$ cat config.mk
export PLATFORM = sky130hd
export DESIGN_NAME = isort_cell
export DESIGN_NICKNAME = d
export VERILOG_FILES = /design/src/sv/isort_pkg.sv /design/src/sv/isort_cell.sv
export SDC_FILE = /design/constraint.sdc
export NUM_CORES = 1
export LEC_CHECK = 0
export ABC_AREA = 1
export ABC_CLOCK_PERIOD_IN_PS = 4450
export BUFFER_PORTS_ARGS = -buffer_cell sky130_fd_sc_hd__buf_2
export CELL_PAD_IN_SITES_DETAIL_PLACEMENT = 1
export CELL_PAD_IN_SITES_GLOBAL_PLACEMENT = 2
export CORE_UTILIZATION = 25
export CTS_CLUSTER_SIZE = 25
export DETAILED_ROUTE_END_ITERATION = 12
export GPL_ROUTABILITY_DRIVEN = 0
export PLACE_DENSITY_LB_ADDON = 0.1
export SYNTH_ARGS = -nofsm -noshare
export SYNTH_HDL_FRONTEND = slang
export SYNTH_SLANG_ARGS = --single-unit
$ cat constraint.sdc
create_clock -name clock -period 4.45 [get_ports clock]
set_input_delay 0.2225 -clock clock [delete_from_list [all_inputs] [get_ports clock]]
set_output_delay 0.2225 -clock clock [all_outputs]
set_load 0.02 [all_outputs]
$ cat src/sv/isort_pkg.sv
// shared types for the insertion sorter
`default_nettype none

package isort_pkg;

   localparam int DATA_W = 32;

   typedef logic signed [DATA_W-1:0] data_type;

   // per-cycle command broadcast to every cell
   typedef struct packed {
      logic insert;
      logic drain;
   } isort_ctl_type;

endpackage

`default_nettype wire

$ cat src/sv/isort_cell.sv
// one slot of the sorting row
`default_nettype none

module isort_cell
   import isort_pkg::*;
(
   input  wire logic          clock,
   input  wire logic          reset,
   input  wire isort_ctl_type ctl,
   input  wire data_type      ins_value,
   input  wire logic          prev_gt,
   input  wire logic          prev_valid,
   input  wire data_type      prev_data,
   input  wire logic          next_valid,
   input  wire data_type      next_data,
   output logic               gt_o,
   output logic               valid_o,
   output data_type           data_o
);

   data_type data_ff, data_in;
   logic     valid_ff, valid_in;

   assign gt_o    = valid_ff && (data_ff > ins_value);
   assign valid_o = valid_ff;
   assign data_o  = data_ff;

   always_comb begin
      data_in  = data_ff;
      valid_in = valid_ff;
      if (ctl.drain) begin
         data_in  = next_data;
         valid_in = next_valid;
      end else if (ctl.insert) begin
         // greater entries move up, the first greater or first empty slot takes the new value
         if (prev_gt) begin
            data_in = prev_data;
         end else if (gt_o || (!valid_ff && prev_valid)) begin
            data_in = ins_value;
         end
         valid_in = valid_ff | prev_valid;
      end
   end

   always_ff @(posedge clock) begin
      if (reset) begin
         valid_ff <= 1'b0;
      end else begin
         valid_ff <= valid_in;
      end
   end

   always_ff @(posedge clock) begin
      data_ff <= data_in;
   end

endmodule

`default_nettype wire

==> results of run 1 <==
-- how the worst max path moves through the flow --
| stage | cells after the start | from | endpoint | slack, ns |
|---|---|---|---|---|
| 2_1_floorplan | 11 | data_o[31]$_DFFE_PP_ | data_o[0]$_DFFE_PP_ | 1.58 |
| 3_3_place_gp | 11 | data_o[31]$_DFFE_PP_ | data_o[2]$_DFFE_PP_ | 1.60 |
| 3_5_place_dp | 11 | data_o[31]$_DFFE_PP_ | data_o[2]$_DFFE_PP_ | 1.52 |
| 4_1_cts | 11 | data_o[31]$_DFFE_PP_ | data_o[2]$_DFFE_PP_ | 1.51 |
| 5_1_grt | 11 | data_o[31]$_DFFE_PP_ | data_o[27]$_DFFE_PP_ | 1.31 |
| 6_report | 11 | data_o[31]$_DFFE_PP_ | data_o[27]$_DFFE_PP_ | 1.61 |
-- per-stage QoR --
stage / utilization [%] / area [um^2] / worst slack [ns]
2_1_floorplan: - / 2550 / 1.58
3_3_place_gp: 34.4 / 3380 / 1.60
3_5_place_dp: 34.4 / 3380 / 1.52
4_1_cts: 35.2 / 3460 / 1.51
5_1_grt: 35.2 / 3460 / 1.31
6_report: 35.2 / 3460 / 1.61
-- cells in the final DEF (no fill, tap or decap), types with 2 or more instances in the layout --
cell type / instances
buf_2: 136
a21oi_1: 76
nand2_1: 73
nor2_1: 43
inv_1: 42
ha_1: 32
edfxtp_1: 32
clkbuf_8: 5
nor2_2: 3
clkbuf_1: 3
buf_4: 3
clkinv_1: 2
inv_2: 2
nand3_1: 2
o21ai_0: 2
nand2_2: 2
-- layer usage --
layer	vias to the layer above	share of wire, %
met1	1184	44
met3	5	6.7
met2	77	48
met4	0	0.75
li1	1371	-
met5	-	0
-- power groups by stage --
stage	sequential, mW	combinational, mW	clock, mW
2_1_floorplan	0.444	0.145	0
3_3_place_gp	0.405	0.308	0
3_5_place_dp	0.407	0.312	0
4_1_cts	0.400	0.314	0.237
5_1_grt	0.403	0.350	0.249
6_report	0.399	0.305	0.224
-- cell type report --
| type | count | area (um^2) |
|---|---|---|
| multi-input combinational | 242 | 1350 |
| fill | 1282 | 6360 |
| sequential | 33 | 981 |
| clock buffer | 8 | 80.1 |
| inverter | 46 | 173 |
| tap | 133 | 166 |
| timing repair buffer | 139 | 703 |
-- flip-flops by register name (all words and copies together), names as in the netlist --
name	count
valid_o	1
data_o	32
-- kinds of logic after synthesis --
group | count (synthesis) | synth area share [%]
adder cells (fa/ha/maj) | 32 | 15.7
AND/OR/NAND/NOR | 126 | 19.8
buffers and inverters | 60 | 8.87
AO/OA/AOI/OAI | 84 | 17.2
flip-flops | 33 | 38.4
==> results by stage, run 1 <==
Timing:
- The measured slew at the worst slew-check pin is 1.14 ns.
- The highest attainable clock frequency is 0.352 GHz.
- The final number of hold-violating endpoints is 0.
- The number of setup violations in the final report is 0.
- Measured against its own limit, the worst slew margin works out to 23.7%.
- For the final database, setup skew stands at 0.00889 ns.
- The clock period could shrink to 2.84 ns.
- Adding up every negative setup slack in the final design gives 0 ns.
- Setup repair after global routing left no endpoint under its margin.
- The part of the cycle the worst path needs is a little under two thirds.
- The count of pins over their slew limit is 0.
- The worst slack on hold paths is 0.0979 ns.

Die:
- The die covers 10600 um^2.
- The die height is between 100 and 150 um.
- 137 I/O pins were placed.
- The floorplan step set the die width to 103 um.
- After floorplanning, the core was divided into 36 placement rows.
- After floorplanning, the core was sized to cover about 10000 um^2.
- Once the floorplan was initialized, standard cells occupied 26.0% of the core.

Worst setup path:
- The count of cells along the worst register-to-register path is 11.
- The worst endpoint required time is 4.35 ns.
- Along the worst path, the maximum fanout reaches 32.
- The cell class contributing the biggest share of worst-path delay is compound AO/OA/AOI/OAI gates.
- The most repeated library cell on the critical path is nand2_1.
- The reg-to-reg startpoint is data_o[31]$_DFFE_PP_.
- The startpoint type of the worst setup path is a flip-flop.
- The worst register-to-register path ends at data_o[27]$_DFFE_PP_.
- For this design, the slowest cell found on the critical path is a21oi_4.
- The setup slack of the most critical reg-to-reg path is 1.61 ns.
- The largest stage delay on the critical path is between 0.8 and 0.9 ns.
- Traced cell by cell, the critical path runs through ha_1 -> nand2_1 -> nor2_2 -> nand2_2 -> nor2_2 -> nand2_1 -> nand2_1 -> nand2_1 -> nand2_1 -> nand2_2 -> a21oi_4.
- Data arrives at the worst endpoint at 2.74 ns.
- The type of the worst setup path is flip-flop to flip-flop.
- The number of buffers and inverters on the critical path is 0.
- The worst setup path is captured at a flip-flop.

Detailed routing:
- For this run, design rule violations remaining after detail routing come to 0.
- The detailed-route via count is 2637.
- After detailed routing, the number of vias per cell comes to 4.39.
- For this run, the detailed router's first-pass iteration total came to 4.
- The first routing iteration left 36 violations.
- The number of nets with antenna violations after routing is 0.
- In the final routed layout, each cell accounts on average for 13.7 um.
- After detailed routing, the total wire length is 8.22 mm.

Worst hold path:
- The critical hold path startpoint is reset.
- The endpoint with the worst hold slack is valid_o$_SDFFE_PP0P_.
- Counting instances, the worst hold path has a depth of 2.
- The path class of the tightest hold or removal check is input port to flip-flop.

Pwr:
- Total power for the finished layout comes to 0.928 mW.
- Summed over all cells, the static leakage comes to roughly 1.8 nW.
- Per report_power, the clock group accounts for 24.1% of the total.
- The relative contribution of sequential cells to total power is roughly 43%.
- For this design the ratio of total power to cell area is 268 nW/um^2.
- The internal power is slightly above 0.6 mW.
- The largest vdd supply drop is 0.0000984 V.
- The switching share of total power is 33.8%.
- The net switching power figure is 0.314 mW.
- The share of total power in combinational logic is 32.9%.

Final layout:
- The number of antenna diodes in the final layout is 0.
- The share of cells above drive strength 1 is 33.3%.
- The area overhead of the layout relative to synthesis is 35.4%.
- Once layout is complete, the cells apart from fillers number roughly 600.
- The final net count is 602.

Yosys:
- In the synthesized netlist the dominant register cell turns out to be edfxtp_1.
- The warning count from the yosys run is 0.
- The combined area of all synthesized cells is 2550 um^2.
- The netlist uses 23 different library cells.
- Summed over its instances, the top area cell type makes up 37.6% of the synthesized netlist area.
- The synthesized area per cell is 7.62 um^2.
- The post-synthesis net count is 470.
- Counting flops with an async set or reset pin after synthesis yields a share of 0%.
- The number of enable-type register cells in the synthesized netlist is 32.
- By area the synthesized netlist is led by edfxtp_1 38%, ha_1 16%, a21oi_1 15%.
- By count the netlist is led by 76 x a21oi_1, 73 x nand2_1, 43 x nor2_1.
- Synthesis produced a netlist whose cell count is 335.
- By instance count, the leading cell after synthesis is a21oi_1.
- After synthesis, flip-flops and latches occupy 38.4% of the total area.
- The largest total area in the synthesized netlist belongs to edfxtp_1.
- Counting flops and latches in the post-synthesis netlist gives 33.

Placed design:
- Counting tap cells, the placed design contains a total of roughly 600 instances.
- The number of input and output port buffers inserted is 136.
- The post-DP HPWL is 6.36 mm.

GRT:
- For met3 alone, demand over resource in global routing was between 4 and 5%.
- The total overflow left after global routing is 0.
- The total routing resource utilization after global routing is about 16%.
- Global routing consumed, on the met1 layer, 19.0% of the routing resources.
- The number of global-route vias before repair is 2717.
- The wire length of the first global-routing pass is 12.9 mm.
- Entering global routing, the biggest net connects 33 pins.
- The layer carrying the most global-route usage is met2.
- The met2 demand-to-capacity share in global routing is 28.8%.
- The number of antenna violations at the first check in global routing is 0.

CTS:
- The number of clock buffers added by TritonCTS is 5.
- The clock-pin slew reported for the worst setup and hold paths after clock tree synthesis is 0.07 ns.
- CTS placed an instance of clkbuf_8 at the clock tree root.
- TritonCTS built the clock tree.
- The maximum root-to-sink buffer count is 2.
- Once the clock tree was built, the resizer swapped 0 gates to a different size.
- For this design, the CTS-stage hold fixing added 0 buffers.
- The number of H-tree levels is 2.
- The later pin in the worst-skew pair is clocked with a latency of 0.29 ns.
- Once the clock tree was built, the setup fixing pass inserted 0 buffers.
- The tree built by TritonCTS fans out to 33 sinks.

Outcome:
- The flow ran to the end, and the final reports show no timing, DRC or antenna violations.

Run:
- Across the run, the number of max-cap violations was 0.
Power figures use the tool's default switching activity.
==> run 2: changes to the inputs <==
ABC_CLOCK_PERIOD_IN_PS = 2950   (was 4450)
CORE_UTILIZATION = 23   (was 25)
clock period = 2.95 ns   (was 4.45 ns; I/O delays follow)
==> results by stage, run 2 (synthesis gave the netlist of run 1 again) <==
GRT:
- The pin count of the biggest net entering global routing is 24 (-27%).
- The remaining global-route overflow was 0 (unchanged).
- The wire length of the first global-routing pass was 13.7 mm (+6.4%).
- The total routing resource utilization after global routing was 15.4% (-0.64 points).
- The number of global-route vias before repair is 2828 (+4.1%).
- The number of antenna violations at the first check in global routing is 0 (unchanged).

Timing:
- The count of pins over their slew limit is 0 (unchanged).
- The part of the cycle the worst path needs is 84.5% (+21 points).
- The measured slew at the worst slew-check pin is 0.735 ns (-0.406 ns).
- The minimum clock period came to 2.49 ns (-0.349 ns).
- The final number of hold-violating endpoints came to 0 (unchanged).
- The worst relative slew slack is 50.9% (+27 points).
- The highest attainable clock frequency came to 0.401 GHz (+14%).
- The post-route clock skew is 0.00580 ns (-0.00309 ns).
- Setup repair after global routing left no endpoint under its margin.
- The final total negative setup slack is 0 ns (unchanged).
- The number of setup violations in the final report was 0 (unchanged).

Worst setup path:
- The largest stage delay on the critical path is 0.42 ns (-0.47 ns).
- The critical-path maximum fanout is 10 (-69%).
- Among all stages on the critical path, the largest delay is contributed by edfxtp_1.
- The most repeated library cell on the critical path is nand2_1.
- The signal on the critical path passes through ha_1 -> nand2_1 -> nor2_2 -> nand2_2 -> nor2_2 -> nand2_1 -> nand2_1 -> nand2_1 -> nand2_1 -> nand2_2 -> a21oi_4 -> buf_4.
- The startpoint type of the worst setup path is a flip-flop.
- The worst path arrival time is 2.48 ns (-0.26 ns).
- The setup slack of the most critical reg-to-reg path is 0.46 ns (-1.15 ns).
- By startpoint and endpoint, the worst setup path is classified as flip-flop to flip-flop.
- The reg-to-reg startpoint is data_o[31]$_DFFE_PP_.
- In this run the worst setup path begins at data_o[31]$_DFFE_PP_.
- In this run the critical register-to-register path is captured at data_o[4]$_DFFE_PP_.
- The category of the worst setup path capture point is a flip-flop.
- The count of cells along the worst register-to-register path is 12 (+1).
- The worst endpoint required time came to 2.94 ns (-1.41 ns).

Die:
- The starting utilization of the core area is 23.6% (-2.4 points).
- The count of boundary I/O pins was 137 (unchanged).
- The horizontal die dimension was 107 um (+4.2%).
- The total number of placement rows is 38 (+5.6%).
- The die height is 107 um (+4.2%).
- The placeable core region is 10800 um^2 (+10%).
- The full die area was 11500 um^2 (+8.5%).

Detailed routing:
- The detailed-route via count is 2691 (+2.0%).
- The number of nets with antenna violations after routing is 0 (unchanged).
- The detailed-route vias per instance is 4.40 (+0.21%).
- The first-iteration detailed-routing DRC count is 70 (+94%).
- The remaining design rule violation count was 0 (unchanged).
- The final routed wirelength across all metal layers is 8.58 mm (+4.4%).
- The mean routed wirelength per cell was 14.0 um (+2.5%).
- The detailed-router iteration count before antenna repair is 4 (unchanged).

Final layout:
- The antenna diode count is 0 (unchanged).
- In the layout the commonest cells are 136 x buf_2, 76 x a21oi_1, 73 x nand2_1.
- The flip-flop count of the largest register, all copies and words added is 32 (unchanged).
- The cell area after layout is 3520 um^2 (+1.8%).
- The number of standard cells in the layout, taps in and fillers out was 612 (+1.8%).
- The final net count came to 606 (+0.66%).
- The area overhead of the layout relative to synthesis is 37.8%.
- The post-route core utilization came to 32.5% (-2.8 points).
- The share of cells above drive strength 1 is 34.1% (+0.78 points).
- The most common cell after layout, fill and taps aside is buf_2.

Worst hold path:
- The critical hold path startpoint is reset.
- The min-delay analysis places its worst path in the category input port to flip-flop.
- For hold timing, the worst endpoint is valid_o$_SDFFE_PP0P_.
- The number of stages on the worst hold path came to 2 (unchanged).

CTS:
- The post-cts resize count is 0 (unchanged).
- CTS placed an instance of clkbuf_8 at the clock tree root.
- The maximum root-to-sink buffer count came to 2 (unchanged).
- The setup fix buffers added after clock tree synthesis is 0 (unchanged).
- The post-cts hold buffer count came to 0 (unchanged).
- The CTS buffer count was 5 (unchanged).
- The clock latency on the worst-skew pair was 0.28 ns (about the same).
- The number of H-tree levels was 2 (unchanged).
- The clock-pin slew reported for the worst setup and hold paths after clock tree synthesis is 0.07 ns (about the same).
- The CTS tree is yes.
- The number of clock sinks is 33 (unchanged).

Placed design:
- The post-DP HPWL is 6.89 mm (+8.4%).
- The total instance count after detailed placement is 604 (+1.9%).
- The number of input and output port buffers inserted was 136 (unchanged).
- The area after detailed placement was 3430 um^2 (+1.5%).

Outcome:
- The flow ran to the end, and the final reports show no timing, DRC or antenna violations.

Pwr:
- The largest vdd supply drop is 0.000146 V (+49%).
- The standby leakage power is 1.83 nW (+1.7%).
- The total power density per cell area is 409 nW/um^2 (+52%).

Run:
- The number of max-capacitance violations reported is 0 (unchanged).
==> run 2: area by class of cell <==
cell class / count / area, um^2
repair buffers: 143 / 746
flip-flops and latches: 33 / 981
fillers: 1396 / 7320
clock buffers: 8 / 90.1
inverters: 46 / 173
multi-input cells: 242 / 1350
well taps: 140 / 175
==> run 2: worst max path at each step <==
stage | endpoint | slack [ns] | cells past startpoint
after global placement | data_o[7]$_DFFE_PP_ | 0.46 | 12
final | data_o[4]$_DFFE_PP_ | 0.46 | 12
after CTS | data_o[9]$_DFFE_PP_ | 0.42 | 12
after floorplan | data_o[0]$_DFFE_PP_ | 0.08 | 11
after global routing | data_o[9]$_DFFE_PP_ | 0.25 | 12
after detailed placement | data_o[7]$_DFFE_PP_ | 0.44 | 12
==> run 2: report_power, final <==
part / total (mW) / leakage, nW / internal (mW) / switching [mW]
clock: 0.364 / 0.0455 / 0.191 / 0.173
combinational: 0.472 / 1.46 / 0.189 / 0.282
sequential: 0.603 / 0.325 / 0.576 / 0.0270
==> run 2: routing by layer <==
layer	vias up	GRT usage (%)	wire length (um)
li1	1380	-	-
met1	1230	19.8	3950
met2	77	25.8	4010
met3	4	3.81	558
met4	0	3.62	71
met5	-	0	0
==> run 2: critical path: cells and delay by family, from the launching register on <==
| kind | cells | cell delay (ns) |
|---|---|---|
| buf+inv | 1 | 0.26 |
| compound gates | 1 | 0.36 |
| flops | 1 | 0.42 |
| simple gates | 9 | 0.77 |
| fa+ha+maj | 1 | 0.37 |
==> run 2: per-stage QoR <==
stage	hold slack, ns	power [mW]	setup slack, ns
after CTS	0.0163	1.48	0.416
after floorplan	0.226	0.889	0.0847
after global routing	0.0213	1.55	0.249
after global placement	0.315	1.09	0.464
after detailed placement	0.320	1.10	0.438
final	0.0274	1.44	0.458
==> run 3: changes to the inputs <==
ABC_CLOCK_PERIOD_IN_PS = 2200   (was 2950)
CORE_UTILIZATION = 21   (was 23)
clock period = 2.2 ns   (was 2.95 ns; I/O delays follow)
==> results by stage, run 3 (synthesis gave the netlist of run 1 again) <==
Outcome:
- The flow ran to the end, but the final reports show violations.
- The checks that failed: DRC, setup timing.

Final layout:
- Relative to the synthesized area, the layout overhead comes to 57.8%.
- The share of cells above drive strength 1 is 41.8% (+7.6 points).
- The post-route core utilization came to 34.7% (+2.2 points).
- In the layout the commonest cells are 135 x buf_2, 72 x a21oi_1, 65 x nand2_1.
- The fill cell total of the finished layout is 1435 (+2.8%).
- The final net count is 625 (+3.1%).
- The area taken by multi-input logic gates is 1530 um^2 (+13%).
- The cell area after layout was 4030 um^2 (+15%).
- The number of standard cells in the layout, taps in and fillers out is 634 (+3.6%).
- The antenna diode count is 0 (unchanged).
- The flip-flop count of the largest register, all copies and words added is 32 (unchanged).
- The library cell used most frequently in the layout, excluding fill and tap cells, is buf_2.
- The sequential cell area is 981 um^2 (unchanged).

Worst hold path:
- The number of stages on the worst hold path is 3 (+1).
- The worst hold path belongs to the class input port to flip-flop.

Timing:
- The worst slack on hold paths is 0.107 ns (+0.0795 ns).
- The final worst-path setup slack is -0.0988 ns (-0.556 ns).
- The count of pins over their slew limit is 0 (unchanged).
- The final total negative setup slack is -2.44 ns (-2.44 ns).
- The minimum clock period is 2.30 ns (-0.194 ns).
- The highest attainable clock frequency is 0.435 GHz (+8.4%).
- The worst relative slew slack is 68.5% (+18 points).
- Setup repair after global routing could not meet its margin everywhere.
- The number of setup violations in the final report came to 32 (+32).
- The final number of hold-violating endpoints is 0 (unchanged).
- The measured slew at the worst slew-check pin is 0.469 ns (-0.266 ns).
- The part of the cycle the worst path needs was 104% (+20 points).
- The post-route clock skew is 0.00585 ns (+0.0000556 ns).

CTS:
- The number of H-tree levels is 2 (unchanged).
- The CTS buffer count was 5 (unchanged).
- The root buffer cell chosen for the clock tree is clkbuf_16.
- The number of clock sinks came to 33 (unchanged).
- The maximum root-to-sink buffer count is 2 (unchanged).
- The clock-pin slew reported for the worst setup and hold paths after clock tree synthesis is 0.06 ns (about the same).
- The CTS tree is yes.
- The clock latency on the worst-skew pair came to 0.28 ns (about the same).

Worst setup path:
- STA classifies the critical path startpoint as a flip-flop.
- The most repeated library cell on the critical path is nand2_1.
- The signal on the critical path passes through ha_4 -> nand2_1 -> nor2_4 -> nand2_2 -> clkinv_1 -> nand2_1 -> nand2_2 -> nand2_2 -> nand2_1 -> nand2_1 -> nand2_1 -> nand2_2 -> a21oi_4 -> buf_12 -> clkbuf_16.
- The category of the worst setup path capture point is a flip-flop.
- The count of buffer and inverter cells on the critical path is 3 (+2).
- The cell class contributing the biggest share of worst-path delay is simple AND/OR/NAND/NOR gates.
- The setup path with the least slack is of type flip-flop to flip-flop.
- The setup slack of the most critical reg-to-reg path was -0.1 ns (-0.56 ns).
- The worst path arrival time is 2.29 ns (-0.19 ns).
- The worst endpoint required time is 2.19 ns (-0.75 ns).
- The count of cells along the worst register-to-register path was 15 (+3).
- The number of gates on the worst path with buffers counted is 15 (+3).
- For this design, the slowest cell found on the critical path is edfxtp_1.
- The critical-path maximum fanout is 4 (-6).
- The largest stage delay on the critical path came to 0.43 ns (about the same).

Detailed routing:
- The mean routed wirelength per cell came to 14.4 um (+2.9%).
- The number of nets with antenna violations after routing is 0 (unchanged).
- The detailed-route via count is 2804 (+4.2%).
- The detailed-route vias per instance is 4.42 (+0.58%).
- The remaining design rule violation count was 7 (+7).
- The final routed wirelength across all metal layers is 9.15 mm (+6.6%).
- The detailed-router iteration count before antenna repair is 8 (+4).
- The first-iteration detailed-routing DRC count is 70 (unchanged).

Placed design:
- The post-DP HPWL is 7.13 mm (+3.4%).
- The post-placement setup slack is -0.129 ns (-0.567 ns).
- The total instance count after detailed placement was 614 (+1.7%).
- The number of input and output port buffers inserted is 136 (unchanged).
- The area after detailed placement is 3480 um^2 (+1.6%).

Pwr:
- The total power of the final layout is 2.42 mW (+68%).
- The largest vdd supply drop is 0.000291 V (+99%).
- The standby leakage power is 2.01 nW (+9.8%).
- The total power density per cell area is 602 nW/um^2 (+47%).

Die:
- The placeable core region is 11600 um^2 (+7.1%).
- The total number of placement rows was 39 (+2.6%).
- The starting utilization of the core area is 22.0% (-1.6 points).
- The full die area is 12600 um^2 (+9.3%).
- The count of boundary I/O pins is 137 (unchanged).
- The horizontal die dimension is 112 um (+4.6%).
- The die height is 112 um (+4.6%).

GRT:
- The number of antenna violations at the first check in global routing is 0 (unchanged).
- The number of global-route vias before repair is 2988 (+5.7%).
- The pin count of the biggest net entering global routing is 25 (+4.2%).
- The wire length of the first global-routing pass is 14.7 mm (+7.0%).
- The remaining global-route overflow is 0 (unchanged).
- The total routing resource utilization after global routing was 14.9% (-0.54 points).

Run:
- The number of max-capacitance violations reported is 0 (unchanged).
## run 3: path summary, 6_finish.rpt
check / start / end
setup reg to reg: data_o[13]$_DFFE_PP_ / data_o[3]$_DFFE_PP_
hold / removal: ctl[1] / valid_o$_SDFFE_PP0P_
hold reg to reg: valid_o$_SDFFE_PP0P_ / valid_o$_SDFFE_PP0P_
setup / recovery: data_o[13]$_DFFE_PP_ / data_o[3]$_DFFE_PP_
## run 3: final cells by class
cell class	count	area share (%)
multi-input combinational	242	37.9
timing repair buffer	162	24.8
inverter	46	4.29
clock inverter	1	0.745
tap	143	4.44
clock buffer	7	3.54
sequential	33	24.3
## run 3: power breakdown
part / switching, mW / total [mW] / internal (mW) / leakage [nW]
clock network: 0.256 / 0.821 / 0.566 / 0.0841
registers: 0.0438 / 0.818 / 0.774 / 0.325
logic: 0.425 / 0.784 / 0.359 / 1.60
total: 0.724 / 2.42 / 1.70 / 2.01
## run 3: worst reg2reg max path, cell delays in order (launching register included)
cell and delay (ns):
edfxtp_1 0.43, ha_4 0.30, nand2_1 0.09, nor2_4 0.15, nand2_2 0.07, clkinv_1 0.04
nand2_1 0.05, nand2_2 0.06, nand2_2 0.05, nand2_1 0.06, nand2_1 0.05, nand2_1 0.07
nand2_2 0.08, a21oi_4 0.21, buf_12 0.16, clkbuf_16 0.13
## run 3: layer usage
metal,global-route usage [%],part of all wire [%]
met1,18.0,45
met2,26.5,47
met3,3.73,6.6
met4,3.20,0.86
met5,0,0
## run 3: what timing repair did
action	CTS	global route
buffers inserted	5	3
hold endpoints to repair	1	0
setup endpoints to repair	33	33
gates resized for setup	11	26
cloned	1	2
pin swaps	2	11
hold buffers	1	0
